[config.mk]
export PLATFORM = sky130hd
export DESIGN_NAME = double_ended_queue_with_sum_unit_flat
export DESIGN_NICKNAME = d
export VERILOG_FILES = /design/src/sv/deq_pkg.sv /design/src/sv/deq_in_if.sv /design/src/sv/deq_out_if.sv /design/src/sv/deq_ram.sv /design/src/sv/deq_ctrl.sv /design/src/sv/double_ended_queue_with_sum_unit.sv /design/src/flat_wrapper.sv
export SDC_FILE = /design/constraint.sdc
export NUM_CORES = 2
export LEC_CHECK = 0
export BUFFER_PORTS_ARGS = -buffer_cell sky130_fd_sc_hd__buf_2
export CORE_ASPECT_RATIO = 1.1
export CORE_MARGIN = 2
export CORE_UTILIZATION = 55
export DETAILED_ROUTE_END_ITERATION = 6
export PLACE_DENSITY_LB_ADDON = 0.08
export RECOVER_POWER = 25
export SYNTH_ARGS = -nofsm -noshare
export SYNTH_HDL_FRONTEND = slang
export SYNTH_SLANG_ARGS = --single-unit
export TNS_END_PERCENT = 5
[constraint.sdc]
create_clock -name clk -period 13.6 [get_ports clk]
set_clock_uncertainty 0.2 [all_clocks]
set_input_delay 0.68 -clock clk [delete_from_list [all_inputs] [get_ports clk]]
set_output_delay 0.68 -clock clk [all_outputs]
set_load 0.005 [all_outputs]
[src/sv/deq_pkg.sv]
package deq_pkg;

  localparam int CAPACITY = 64;
  localparam int IDX_W    = (CAPACITY > 1) ? $clog2(CAPACITY) : 1;
  localparam int CNT_W    = $clog2(CAPACITY + 1);
  localparam int SPAN_W   = CNT_W + 1;
  localparam int VAL_W    = 32;
  localparam int SUM_W    = 38;
  localparam int CMD_W    = 2;
  localparam int STAT_W   = 2;
  localparam int OCNT_W   = 7;

  typedef enum logic [CMD_W-1:0] {
    CMD_PUSH_FRONT = 2'd0,
    CMD_PUSH_BACK  = 2'd1,
    CMD_POP_FRONT  = 2'd2,
    CMD_POP_BACK   = 2'd3
  } cmd_t;

  typedef enum logic [STAT_W-1:0] {
    STAT_DONE  = 2'd0,
    STAT_EMPTY = 2'd1,
    STAT_FULL  = 2'd2
  } status_t;

  typedef enum logic {
    S_IDLE,
    S_EXEC
  } state_t;

  typedef struct packed {
    logic             we;
    logic [IDX_W-1:0] waddr;
    logic [VAL_W-1:0] wdata;
    logic             re;
    logic [IDX_W-1:0] raddr;
  } ram_req_t;

endpackage

[src/sv/deq_in_if.sv]
interface deq_in_if import deq_pkg::*; ();
  logic             valid;
  logic             ready;
  logic [CMD_W-1:0] command;
  logic signed [VAL_W-1:0] value;

  modport source (output valid, output command, output value, input ready);
  modport sink   (input valid, input command, input value, output ready);
endinterface

[src/sv/deq_out_if.sv]
interface deq_out_if import deq_pkg::*; ();
  logic              valid;
  logic              ready;
  logic [OCNT_W-1:0] entry_count;
  logic signed [SUM_W-1:0] value_sum;
  logic [STAT_W-1:0] status;

  modport source (output valid, output entry_count, output value_sum, output status,
                  input ready);
  modport sink   (input valid, input entry_count, input value_sum, input status,
                  output ready);
endinterface

[src/sv/deq_ram.sv]
module deq_ram #(
  parameter int WIDTH = 32,
  parameter int DEPTH = 64
) (
  input  logic                     clk,
  input  logic                     we,
  input  logic [$clog2(DEPTH)-1:0] waddr,
  input  logic [WIDTH-1:0]         wdata,
  input  logic                     re,
  input  logic [$clog2(DEPTH)-1:0] raddr,
  output logic [WIDTH-1:0]         rdata
);

  logic [WIDTH-1:0] mem [DEPTH];

  always_ff @(posedge clk) begin
    if (we) begin
      mem[waddr] <= wdata;
    end
    if (re) begin
      rdata <= mem[raddr];
    end
  end

endmodule

[src/sv/deq_ctrl.sv]
module deq_ctrl import deq_pkg::*; (
  input  logic             clk,
  input  logic             rst,
  deq_in_if.sink           in_word,
  deq_out_if.source        out_word,
  output ram_req_t         ram_req,
  input  logic [VAL_W-1:0] rd_data
);

  state_t            state, state_next;
  logic [IDX_W-1:0]  front, front_next;
  logic [CNT_W-1:0]  count, count_next;
  logic [SUM_W-1:0]  sum, sum_next;

  cmd_t              cmd_q;
  logic [VAL_W-1:0]  val_q;
  logic [IDX_W-1:0]  slot_q;
  logic [IDX_W-1:0]  slot_sel;

  logic              out_valid;
  logic [CNT_W-1:0]  out_count;
  logic [SUM_W-1:0]  out_sum;
  status_t           out_status;
  status_t           status_next;

  logic              accept, fire, is_ins, full, empty;
  logic [IDX_W-1:0]  front_dec, front_inc;
  logic [SPAN_W-1:0] span_ins, span_rem;
  logic [IDX_W-1:0]  back_ins, back_rem;

  assign accept = in_word.valid && in_word.ready;
  assign fire   = (state == S_EXEC) && (!out_valid || out_word.ready);
  assign is_ins = (cmd_q == CMD_PUSH_FRONT) || (cmd_q == CMD_PUSH_BACK);
  assign full   = (count == CNT_W'(CAPACITY));
  assign empty  = (count == '0);

  assign front_dec = (front == '0) ? IDX_W'(CAPACITY - 1) : front - 1'b1;
  assign front_inc = (front == IDX_W'(CAPACITY - 1)) ? '0 : front + 1'b1;

  // ring position = front + offset, wrapped once
  assign span_ins = SPAN_W'(front) + SPAN_W'(count);
  assign span_rem = span_ins - 1'b1;
  assign back_ins = (span_ins >= SPAN_W'(CAPACITY)) ?
                    IDX_W'(span_ins - SPAN_W'(CAPACITY)) : IDX_W'(span_ins);
  assign back_rem = (span_rem >= SPAN_W'(CAPACITY)) ?
                    IDX_W'(span_rem - SPAN_W'(CAPACITY)) : IDX_W'(span_rem);

  always_comb begin
    case (cmd_t'(in_word.command))
      CMD_PUSH_FRONT: slot_sel = front_dec;
      CMD_PUSH_BACK:  slot_sel = back_ins;
      CMD_POP_FRONT:  slot_sel = front;
      CMD_POP_BACK:   slot_sel = back_rem;
      default:        slot_sel = front;
    endcase
  end

  assign in_word.ready = (state == S_IDLE);

  always_comb begin
    state_next  = state;
    front_next  = front;
    count_next  = count;
    sum_next    = sum;
    status_next = STAT_DONE;
    ram_req.we    = 1'b0;
    ram_req.waddr = slot_q;
    ram_req.wdata = val_q;
    ram_req.re    = accept;
    ram_req.raddr = slot_sel;
    case (state)
      S_IDLE: begin
        if (accept) begin
          state_next = S_EXEC;
        end
      end
      S_EXEC: begin
        if (is_ins) begin
          if (full) begin
            status_next = STAT_FULL;
          end else begin
            ram_req.we = fire;
            count_next = count + 1'b1;
            sum_next   = sum + SUM_W'(signed'(val_q));
            if (cmd_q == CMD_PUSH_FRONT) begin
              front_next = slot_q;
            end
          end
        end else begin
          if (empty) begin
            status_next = STAT_EMPTY;
          end else begin
            count_next = count - 1'b1;
            sum_next   = sum - SUM_W'(signed'(rd_data));
            if (cmd_q == CMD_POP_FRONT) begin
              front_next = front_inc;
            end
          end
        end
        if (fire) begin
          state_next = S_IDLE;
        end
      end
      default: state_next = S_IDLE;
    endcase
  end

  always_ff @(posedge clk) begin
    if (rst) begin
      state     <= S_IDLE;
      front     <= '0;
      count     <= '0;
      sum       <= '0;
      out_valid <= 1'b0;
    end else begin
      state <= state_next;
      if (fire) begin
        front     <= front_next;
        count     <= count_next;
        sum       <= sum_next;
        out_valid <= 1'b1;
      end else if (out_word.ready) begin
        out_valid <= 1'b0;
      end
    end
  end

  always_ff @(posedge clk) begin
    if (accept) begin
      cmd_q  <= cmd_t'(in_word.command);
      val_q  <= in_word.value;
      slot_q <= slot_sel;
    end
    if (fire) begin
      out_count  <= count_next;
      out_sum    <= sum_next;
      out_status <= status_next;
    end
  end

  assign out_word.valid       = out_valid;
  assign out_word.entry_count = OCNT_W'(out_count);
  assign out_word.value_sum   = out_sum;
  assign out_word.status      = out_status;

  a_count_bound: assert property (@(posedge clk) disable iff (rst)
    count <= CNT_W'(CAPACITY))
    else $error("entry count above capacity");

  a_accept_exec: assert property (@(posedge clk) disable iff (rst)
    accept |=> (state == S_EXEC))
    else $error("accepted word did not enter execute");

  a_ins_count: assert property (@(posedge clk) disable iff (rst)
    (fire && is_ins && !full) |=> (count == $past(count) + 1'b1))
    else $error("insert did not bump count");

  a_empty_status: assert property (@(posedge clk) disable iff (rst)
    (fire && (status_next == STAT_EMPTY)) |-> (empty && !is_ins))
    else $error("empty status on non-empty queue");

  a_no_write_idle: assert property (@(posedge clk) disable iff (rst)
    ram_req.we |-> (state == S_EXEC))
    else $error("store written outside execute");

endmodule

[src/sv/double_ended_queue_with_sum_unit.sv]
// Bounded double-ended queue of CAPACITY signed 32-bit words kept in a ring in one
// single-port-write, registered-read RAM. Each input word carries a command (insert
// front, insert back, remove front, remove back) and returns exactly one result word
// with the entry count, the exact 38-bit running sum and a status (done, refused
// because empty, refused because full). The accept cycle issues the RAM read for the
// slot the item touches; in execute the item uses the read data, updates front pointer,
// count and sum, writes the RAM on inserts and loads the output register once that is
// free or being taken. A new word is taken once that item has moved into the output
// register, so one result may wait there while the next item is taken. Entries need no
// clearing after reset; only stored slots are ever used.
module double_ended_queue_with_sum_unit import deq_pkg::*; (
  input  logic      clk,
  input  logic      rst,
  deq_in_if.sink    in_word,
  deq_out_if.source out_word
);

  ram_req_t         ram_req;
  logic [VAL_W-1:0] rd_data;

  deq_ctrl u_ctrl (
    .clk      (clk),
    .rst      (rst),
    .in_word  (in_word),
    .out_word (out_word),
    .ram_req  (ram_req),
    .rd_data  (rd_data)
  );

  deq_ram #(
    .WIDTH (VAL_W),
    .DEPTH (CAPACITY)
  ) u_store (
    .clk   (clk),
    .we    (ram_req.we),
    .waddr (ram_req.waddr),
    .wdata (ram_req.wdata),
    .re    (ram_req.re),
    .raddr (ram_req.raddr),
    .rdata (rd_data)
  );

endmodule

[src/flat_wrapper.sv]
// flat-port wrapper written by rule: the top's interface ports become plain ports
module double_ended_queue_with_sum_unit_flat import deq_pkg::*;
  (clk, rst, in_word_valid, in_word_command, in_word_value, in_word_ready, out_word_valid, out_word_entry_count, out_word_value_sum, out_word_status, out_word_ready);
  deq_in_if in_word_i ();
  deq_out_if out_word_i ();
  input  logic clk;
  input  logic rst;
  input wire logic [$bits(in_word_i.valid)-1:0] in_word_valid;
  input wire logic [$bits(in_word_i.command)-1:0] in_word_command;
  input wire logic [$bits(in_word_i.value)-1:0] in_word_value;
  output wire logic [$bits(in_word_i.ready)-1:0] in_word_ready;
  output wire logic [$bits(out_word_i.valid)-1:0] out_word_valid;
  output wire logic [$bits(out_word_i.entry_count)-1:0] out_word_entry_count;
  output wire logic [$bits(out_word_i.value_sum)-1:0] out_word_value_sum;
  output wire logic [$bits(out_word_i.status)-1:0] out_word_status;
  input wire logic [$bits(out_word_i.ready)-1:0] out_word_ready;
  assign in_word_i.valid = in_word_valid;
  assign in_word_i.command = in_word_command;
  assign in_word_i.value = in_word_value;
  assign in_word_ready = in_word_i.ready;
  assign out_word_valid = out_word_i.valid;
  assign out_word_entry_count = out_word_i.entry_count;
  assign out_word_value_sum = out_word_i.value_sum;
  assign out_word_status = out_word_i.status;
  assign out_word_i.ready = out_word_ready;
  double_ended_queue_with_sum_unit u_core (.clk(clk), .rst(rst), .in_word(in_word_i), .out_word(out_word_i));
endmodule
# [Yosys cells after proc, flatten, opt, wreduce, memory -nomap -nowiden]
# Memory sizes are Yosys's and may differ from the RTL's. A register that Yosys moved wholly into a read port is not among the register bits.
# Cells that the tools add are included.
# Widths: inputs -> output; s select.
[word_totals] ff_bits=140 latchBits=0 ramBits=2048 romBits=0 input_bits=38 out_inout_bits=49 word_cells=78 memories=1
[memory_table] name="u_core.u_store.mem" depth=64 width=32 read_ports=1 rd_clocked_by_memory_dff=1 write_ports=1 line="deq_ram.sv:14" source="logic [WIDTH-1:0] mem [DEPTH];"
[classes] n_addsub=10 multipliers=0 n_div=0 magnitude_cmp=2 n_eq_ne=10 shifts=0 muxes=31 n_bitwise=1 reduce_logical=12
[op_table] operator="$mux 38" n=4
[op_table] operator="$mux 6" n=9
[op_table] operator="$add 38x38->38" n=1
[op_table] operator="$sub 38x38->38" n=1
[op_table] operator="$mux 7" n=4
[op_table] operator="$pmux 6 s4" n=1
[op_table] operator="$sub 6x1->6 const B" n=3
[op_table] operator="$ge 8x7->1 const B" n=2
[op_table] operator="$mux 1" n=10
[op_table] operator="$add 6x7->8" n=1
[op_table] operator="$sub 8x1->8 const B" n=1
[op_table] operator="$add 7x1->7 const B" n=1
[op_table] operator="$eq 7x7->1 const B" n=1
[op_table] operator="$logic_not 7->1" n=1
[op_table] operator="$sub 7x1->7 const B" n=1
[op_table] operator="$add 6x1->6 const B" n=1
[op_table] operator="$eq 2x2->1 const B" n=3
[op_table] operator="$eq 6x6->1 const B" n=1
[op_table] operator="$logic_not 6->1" n=1
[op_table] operator="$reduce_and 6->1" n=1
[op_table] operator="$eq 2x1->1 const B" n=2
[op_table] operator="$logic_not 2->1" n=2
[op_table] operator="$mux 2" n=2
[op_table] operator="$ne 2x2->1 const B" n=2
[op_table] operator="other kinds (7)" n=10

# [Depth between registers and ports, before layout]
[logic_depth] word_depth=8 ltp_mapped=16 depth_no_buf=13

# [By module]
# From an unflattened synthesis, not the netlist that was laid out.
[hier_totals] cells_unflattened=4586 area_unflattened_um2=89549.6
[by_module_without_submodules] mod="deq_ram" n_inst=1 cells_each=3324 area_per_inst_um2=78835.6 seq_area_each_um2=62459.9
[by_module_without_submodules] mod="deq_ctrl" n_inst=1 cells_each=1262 area_per_inst_um2=10714.0 seq_area_each_um2=3673.5

# [Worst setup path before layout]
# OpenSTA, ideal clock, no wires.
[synth_timing] path_type="in2reg" startpoint="input port in_word_valid" endpoint="register u_core.u_ctrl.cmd_q[0], enable pin" setup_time_ns=0.510 arrival_ns=3.836 required_time_ns=12.890 slack_ns=9.054 path_stages=1 n_path_buf=0 cell_sequence="nor2b_1"
[synth_via] elab_chain_cells=1
[synth_lines] element="start, declared" line="flat_wrapper.sv:8" source="input wire logic [$bits(in_word_i.valid)-1:0] in_word_valid;"
[synth_lines] element="$logic_and 1x1->1" line="deq_ctrl.sv:31" source="assign accept = in_word.valid && in_word.ready;"
[synth_lines] element="end signal, assigned" line="deq_ctrl.sv:130" source="cmd_q <= cmd_t'(in_word.command);"
[synth_lines] element="end, declared" line="deq_ctrl.sv:15" source="cmd_t cmd_q;"
# No other way between the ends.
# A chain may end at the register's enable or synchronous reset.

# [Worst setup path in the final report]
[layout_timing] startpoint="register u_core.u_ctrl.front[0]" endpoint="register u_core.u_store.rdata[21] (read register of u_core.u_store.mem) (data pin)"
[layout_via] elab_chain_cells=5 word_cells_on_any_way=12 classes_between="add/sub (5); order compare (2); mux (4); reduce/logical (1)"
[layout_lines] element="start, declared" line="deq_ctrl.sv:11" source="logic [IDX_W-1:0] front, front_next;"
[layout_lines] element="start signal, assigned" line="deq_ctrl.sv:118" source="front <= front_next;"
[layout_lines] element="$add 6x7->8" line="deq_ctrl.sv:41" source="assign span_ins = SPAN_W'(front) + SPAN_W'(count);"
[layout_lines] element="$sub 8x1->8" line="deq_ctrl.sv:42" source="assign span_rem = span_ins - 1'b1;"
[layout_lines] element="$ge 8x7->1 or $sub 6x1->6 (tied branches)" line="deq_ctrl.sv:45, deq_ctrl.sv:46"
[layout_lines] element="$mux 6" line="deq_ctrl.sv:45" source="assign back_rem = (span_rem >= SPAN_W'(CAPACITY)) ?"
[layout_lines] element="$pmux 6 s4 *" line="deq_ctrl.sv:49" source="case (cmd_t'(in_word.command))"
[layout_lines] element="end, declared" line="deq_ram.sv:11" source="output logic [WIDTH-1:0] rdata"
# Every way passes the cells marked *; elsewhere a longest branch is shown, timed or not.

==> metrics.csv <==
metric;value;unit
violated checks;capacitance limit, slew limit;
DRC violations left;0;
ys flop type;edfxtp_1;
Worst Path Required;14.10;ns
detailed placement HPWL;145000;um
reg2reg path depth;16;
Worst setup SP type;register;
count of buffers from port buffering;86;
CTS root buf;clkbuf_16;
hold slack;0.185;ns
worst-margin pin slew;4.00;ns
HP Start;out_word_ready;
Gate Count Post-Synth;4758;
crit-path max cell delay;1.31;ns
final wirelength;249000;um
#FFs+latches synth;2220;
number of synthesized flops with an enable pin;2167;
Tcrit/Tclk final;51.9;%
outcome;complete, but fails checks;
initial antenna violation count;28;
grt ovf;0;
Critical Path End;u_core.u_store.rdata[21];
top cells by count, synth;2,167 x edfxtp_1, 513 x mux4_2, 253 x nand2_1;
YS warnings;0;
ANT nets after route;0;
Synth Cell Area;89900;um2
setup slack, reg-to-reg;6.54;ns
cell area after layout;101000;um2
Detailed Routing Iterations Pass 1;6;
crit path buf inv count;4;
CTS clk-pin slew, worst paths;0.06;ns
largest area contributor in the netlist;edfxtp_1;
filler instances;11400;
Layout Nets;5107;
# IOs;87;
global-route wire length before repair;353000;um
dpl cell area;93700;um2
Crit Path Category;register to register;
pin count of the biggest net entering global routing;125;
Bufs on Longest Clock Path;3;
vias per cell;6.65;
core area;162000;um2
post-synthesis sequential area ratio;73.6;%
P per Cell Area;155;nW/um2
Max Slew Vio Count;1207;
Reg2Reg Capture Point;u_core.u_store.rdata[21];
Worst Setup SP;u_core.u_ctrl.front[0];
Worst VDD drop;0.134;mV
Total GRT Usage;30.0;%
Pwr Total;15.7;mW
Avg Inst Size Synth;18.9;um2
Die X;389;um
layout cells sized above 1;22.7;%
Initial Utilization;55.4;%
Unique masters post-synth;85;
instance count on the critical path;16;
worst path arrival time;7.56;ns
Worst R2R Start;u_core.u_ctrl.front[0];
CP top delay family;buffers and inverters;
most common cell in the netlist;edfxtp_1;
setup_tns;0;ns
area delta synth->final;12.4;%
RSZ-0062 raised after global routing;no;
H-tree lvl count;4;
Min Clock Period, post-route;7.06;ns
Slowest-stage cell, CP;nor3_1;
DR iter-0 viols;5921;
Hold Vio Cnt, Final;0;
Synthesized Nets;4885;
LEAKAGE;32.4;nW
Slew headroom;-166;%
CTS Buf Count;213;
share of Yosys cell area claimed by the top area cell type;72.4;%
CTS tree;yes;
Die Y;428;um
Worst Path Max Fanout;124;
Clock Latency Late Sink;0.86;ns
Post-CTS Setup Bufs;0;
Sink Count;2220;
critical path cell sequence;ha_1, fa_1, inv_1, ha_1, nand2_1, xnor2_1, a21oi_1, a21boi_4, buf_12, buf_4, buf_4, mux4_2, and3_1, a211oi_1, nor3_1, and4_1;
via count;48600;
full die area;167000;um2
Final Wtd Congestion;0.897;
Crit. End Element;register;
DR WL/cell;34.0;um
Post-synth ARST share;0;%
Peak Freq;142;MHz
max_cap viols;23;
Core Rows;155;
vias in the first global route;47500;
Final Setup Violations;0;
ranking of synthesized cells by area;edfxtp_1 72%, mux4_2 13%, nor3_1 1.2%;
Hold Path Class;primary input to register;
## cells in the final DEF (no fill, tap or decap), types with 10 or more instances in the layout
cell           instances
buf_6                 14
clkbuf_1              65
o211ai_1              10
a21o_1                28
clkbuf_16            217
nand2b_1              11
buf_2                 79
xnor2_1               40
dlygate4sd3_1         35
mux4_2               512
edfxtp_1            2167
o21a_1                11
a211oi_1              79
xor2_1                31
nand4_1               27
o21ai_0               80
nor2_1               111
inv_1                 76
a21oi_1              117
dfxtp_1               53
a22oi_1               21
mux2i_1               73
nor3_2                20
a31oi_1               24
o21bai_1              13
nor3_1               197
clkinv_1              49
and4_1                38
bufinv_16             24
clkinv_2              47
a32oi_1               64
ha_1                  86
diode_2               34
o31ai_1               12
nand3_1               32
nor2_4                64
and3_1                76
nand2_1              253
buf_4                122
## power breakdown
| group | internal, mW | switching (mW) |
|---|---|---|
| Sequential | 7.62 | 0.0836 |
| Combinational | 0.795 | 1.26 |
| Clock | 3.37 | 2.55 |
| Total | 11.8 | 3.89 |
## worst register-to-register path, delay by kind of cell, from the launching register on
family,cells,cell delay [ns]
buffers and inverters,4,2.27
flip-flops,1,0.51
AND/OR/NAND/NOR,4,1.90
AO/OA/AOI/OAI,3,0.56
multiplexers,1,0.42
adder cells (fa/ha/maj),3,0.89
XOR/XNOR,1,0.16
## final cells by class
cell class,instances,area [um2],area share [%]
clock inverters,142,1370,1.36
flip-flops and latches,2220,66100,65.5
multi-input cells,2181,22800,22.6
clock buffers,253,5570,5.51
inverters,78,302,0.299
repair buffers,286,2060,2.04
diodes,34,85.1,0.0843
well taps,2119,2650,2.63
## through the flow
stage                     instances  setup slack (ns)  utilization (%)
after floorplan                4758              9.05                -
after global routing           7306              6.39             62.2
after detailed placement       6849              6.70             57.7
after global placement         6833              6.74             57.5
after CTS                      7279              6.65             62.2
final                          7313              6.54             62.2
## cells by family after synthesis
kind of cell             count (synthesis)  share of synthesized area [%]
XOR/XNOR                                72                          0.710
adder cells (fa/ha/maj)                 89                           1.26
AND/OR/NAND/NOR                        886                           4.78
flip-flops                            2220                           73.6
multiplexers                           588                           13.7
AO/OA/AOI/OAI                          546                           4.23
buffers and inverters                  357                           1.73
## how the worst min path moves through the flow
stage / slack (ns) / to / cells past startpoint
floorplan: 0.27 / u_core.u_ctrl.sum[7] / 2
CTS: 0.11 / u_core.u_ctrl.out_word.valid / 3
detailed placement: 0.30 / u_core.u_ctrl.sum[0] / 2
global placement: 0.29 / u_core.u_ctrl.sum[0] / 2
finish: 0.19 / u_core.u_ctrl.out_word.valid / 3
global route: 0.18 / u_core.u_ctrl.out_word.valid / 3
## what timing repair did
action	CTS	global route
hold buffers	35	0
gates resized for setup	0	0
hold endpoints to repair	35	0
## layer usage
| layer | up-vias | track usage, % | wire length (um) |
|---|---|---|---|
| met5 | - | 0 | 25 |
| li1 | 20100 | - | - |
| met1 | 25800 | 42.5 | 97000 |
| met4 | 4 | 11.4 | 8640 |
| met3 | 323 | 4.98 | 22400 |
| met2 | 2396 | 47.4 | 121000 |
## registers in the layout (all words and copies together), names as in the netlist, 6 cells and up
register                            flops
u_core.u_ctrl.out_word.entry_count      7
u_core.u_ctrl.val_q                    32
u_core.u_store.rdata                   32
u_core.u_store.mem                   2048
u_core.u_ctrl.count                     7
u_core.u_ctrl.out_word.value_sum       38
u_core.u_ctrl.sum                      38
u_core.u_ctrl.front                     6
u_core.u_ctrl.slot_q                    6
Power figures use the tool's default switching activity.
